==> src/rtl/vlcs_pkg.sv <==
// Shared types, widths and codes for the versioned log cursor seek block.
package vlcs_pkg;

  localparam int unsigned CAPACITY = 1024;
  localparam int unsigned IDX_W    = $clog2(CAPACITY);
  localparam int unsigned CNT_W    = $clog2(CAPACITY + 1);
  localparam int unsigned SUM_W    = IDX_W + 1;
  localparam int unsigned VER_W    = 64;
  localparam int unsigned HND_W    = 32;
  localparam int unsigned POS_W    = 10;

  localparam logic [1:0] OP_APPEND = 2'd0;
  localparam logic [1:0] OP_NEXT   = 2'd1;
  localparam logic [1:0] OP_SEEK   = 2'd2;
  localparam logic [1:0] OP_RESET  = 2'd3;

  localparam logic [2:0] STS_OK   = 3'd0;
  localparam logic [2:0] STS_END  = 3'd1;
  localparam logic [2:0] STS_DECR = 3'd2;
  localparam logic [2:0] STS_FULL = 3'd3;
  localparam logic [2:0] STS_ZERO = 3'd4;

  typedef struct packed {
    logic [1:0]       operation;
    logic [VER_W-1:0] version;
    logic [HND_W-1:0] entry_handle;
  } in_beat_t;

  typedef struct packed {
    logic [2:0]       status;
    logic             cursor_valid;
    logic [POS_W-1:0] position;
    logic [VER_W-1:0] current_version;
    logic [HND_W-1:0] current_handle;
  } out_beat_t;

  typedef struct packed {
    logic             en;
    logic [IDX_W-1:0] addr;
    logic [VER_W-1:0] version;
    logic [HND_W-1:0] handle;
  } mem_wr_t;

  typedef struct packed {
    logic eq;
    logic lt;
  } cmp_res_t;

endpackage

==> src/rtl/vlcs_cmp.sv <==
// Shared 64-bit magnitude comparator used by append, range check and bisection.
module vlcs_cmp
  import vlcs_pkg::*;
(
  input  logic [VER_W-1:0] a_i,
  input  logic [VER_W-1:0] b_i,
  output cmp_res_t         res_o
);

  assign res_o.eq = (a_i == b_i);
  assign res_o.lt = (a_i < b_i);

endmodule

==> config.mk <==
export PLATFORM = sky130hd
export DESIGN_NAME = vlcs_cmp
export DESIGN_NICKNAME = d
export VERILOG_FILES = /design/src/rtl/vlcs_pkg.sv /design/src/rtl/vlcs_cmp.sv
export SDC_FILE = /design/constraint.sdc
export NUM_CORES = 1
export LEC_CHECK = 0
export ABC_AREA = 0
export BUFFER_PORTS_ARGS = -buffer_cell sky130_fd_sc_hd__buf_2
export CAP_MARGIN = 5
export CORE_ASPECT_RATIO = 0.7
export CORE_MARGIN = 4
export CORE_UTILIZATION = 35
export DETAILED_ROUTE_END_ITERATION = 6
export PLACE_DENSITY = 0.72
export REMOVE_ABC_BUFFERS = 1
export SETUP_SLACK_MARGIN = 0.2
export SYNTH_ARGS = -nofsm -noshare
export SYNTH_HDL_FRONTEND = slang
export SYNTH_SLANG_ARGS = --single-unit
==> constraint.sdc <==
create_clock -name vclk -period 3.5
set_input_delay 0.7 -clock vclk [all_inputs]
set_output_delay 0.7 -clock vclk [all_outputs]
set_load 0.02 [all_outputs]
==> results.tsv <==
metric	value	unit
status	finished clean	
top-count cell post-synth	inv_1	
RSZ-0062 raised after global routing	no	
initial antenna violation count	0	
Final TNS setup	0	ns
CP endpoint kind	primary output	
HP Class	in -> out	
drt first pass iters	4	
Least-Margin Pin Slew	0.301	ns
vias per inst	4.69	
final wirelength	4640	µm
Power Dens Cells	102	mW/mm²
synthesized area	0.00169	mm²
Mapped Cells	233	
VDD IR max	0.0472	mV
post-layout min period	3.07	ns
core area	0.00450	mm²
FILL cells	451	
WP buf/inv	3	
I/O pin count	130	
clk_buf instances	0	
Layout area overhead	42.6	%
starting density of the core	37.5	%
Synth area leader	ha_1	
site row count	20	
Pleak	1.55	nW
critical path peak fanout	4	
grt ovf	0	
fin nets	557	
Data arrival, critical path	2.37	ns
Syn Area/Cell	7.25	µm²
post-CTS resize count	0	
first-pass GRT wire length	7700	µm
GR Util All Layers	14.8	%
diode count	0	
Tcrit/Tclk final	87.6	%
Distinct cells, synth	33	
CP startpoint	b_i[46]	
highest clock rate	326	MHz
vias in the first global route	1939	
Vert. Die Dim	66.1	µm
sequential cell area	0	µm²
fin. max-slew vios	0	
hold_ws	2.04	ns
Post-synth top cells	66 x inv_1, 64 x ha_1, 23 x a21oi_1	
critical path startpoint category	input port	
Seq/Total Area, Yosys	0	%
layout cells sized above 1	38.3	%
DRC viols	0	
fin worst setup slack	0.434	ns
Post-CTS Repair Setup Buffers	0	
ranking of synthesized cells by area	ha_1 47%, inv_1 15%, a21oi_1 6.8%, nand4_1 5.2%, nand2_1 3.3%	
Setup WS pre-CTS	0.394	ns
Worst path top cell family by delay	simple AND/OR/NAND/NOR gates	
hpwl dp	4500	µm
top cell type's share of synthesized area	47.4	%
Post-CTS Hold Fix Bufs	0	
Crit-path slowest cell	nor4_2	
Antenna Nets Post-Route	0	
DRT iter0 DRCs	14	
HP Start	b_i[0]	
routed len/inst	11.1	µm
pin count of the biggest net entering global routing	5	
die area	0.00602	mm²
Yosys warnings	0	
# setup viols final	0	
sequential cells	0	
Max Cap Viol	0	
worst path cell trace	buf_2, inv_1, ha_1, nand4_1, nor4_2, nand4_1, a31oi_1, nor4_2, buf_2	
Critical Path Max Stage Delay	0.36	ns
die width	91.0	µm
critical path class	in -> out	
final hold vios	0	
RePlAce Congestion	0.810	
vias	1959	
Layout Utilization	53.5	%
relative max-transition margin	79.7	%
number of port buffers	130	
post-layout total power	0.246	mW
WP data required	2.80	ns
==> report_power, final <==
| group | switching (mW) | internal, mW | total [mW] |
|---|---|---|---|
| clock network | 0 | 0 | 0 |
| registers | 0 | 0 | 0 |
| logic | 0.117 | 0.130 | 0.246 |
==> final timing paths <==
check	endpoint	slack, ns	cells past startpoint
max	res_o[0]	0.43	9
min	res_o[1]	2.04	6
==> kinds of logic after synthesis <==
group	share of synthesized area [%]
adder cells (fa/ha/maj)	47.4
buffers and inverters	14.7
AO/OA/AOI/OAI	19.0
AND/OR/NAND/NOR	18.9
==> placed cells by master, fill, tap and decap left out, types with 2 or more instances in the layout <==
cell      synthesis  routed
a221oi_1          3       3
inv_1            66      66
buf_2             0     130
nand4_1          14      14
o21ai_0           8       8
nand3_1           5       5
ha_1             64      64
a31oi_1           2       2
nand4_2           2       2
nor3_1            3       3
nand2_1          15      15
a21o_1            2       2
a21oi_1          23      23
nor2_1            5       5
nor4_2            2       2
==> metrics by stage <==
step / cells / area, µm²
finish: 418 / 2410
global route: 418 / 2410
CTS: 418 / 2410
detailed placement: 418 / 2410
global placement: 418 / 2410
floorplan: 233 / 1690
==> final cells by class <==
type | count | area (µm²) | area share (%)
multi-input combinational | 167 | 1440 | 59.8
tap | 55 | 68.8 | 2.86
timing repair buffer | 130 | 651 | 27.0
inverter | 66 | 248 | 10.3
==> worst min-delay path, delay by kind of cell <==
| kind | cells | cell delay (ns) |
|---|---|---|
| buffers and inverters | 2 | 0.23 |
| adders and majority gates | 1 | 0.22 |
| and+or+nand+nor | 3 | 0.20 |
==> layer usage <==
layer | vias to the layer above | track usage [%] | share of wire (%)
li1 | 1084 | - | -
met1 | 815 | 20.0 | 48
met2 | 60 | 26.4 | 45
met3 | 0 | 2.39 | 7.3
met4 | 0 | 0.376 | 0
met5 | - | 0 | 0
Note: power is estimated with default switching activity, not from simulation.
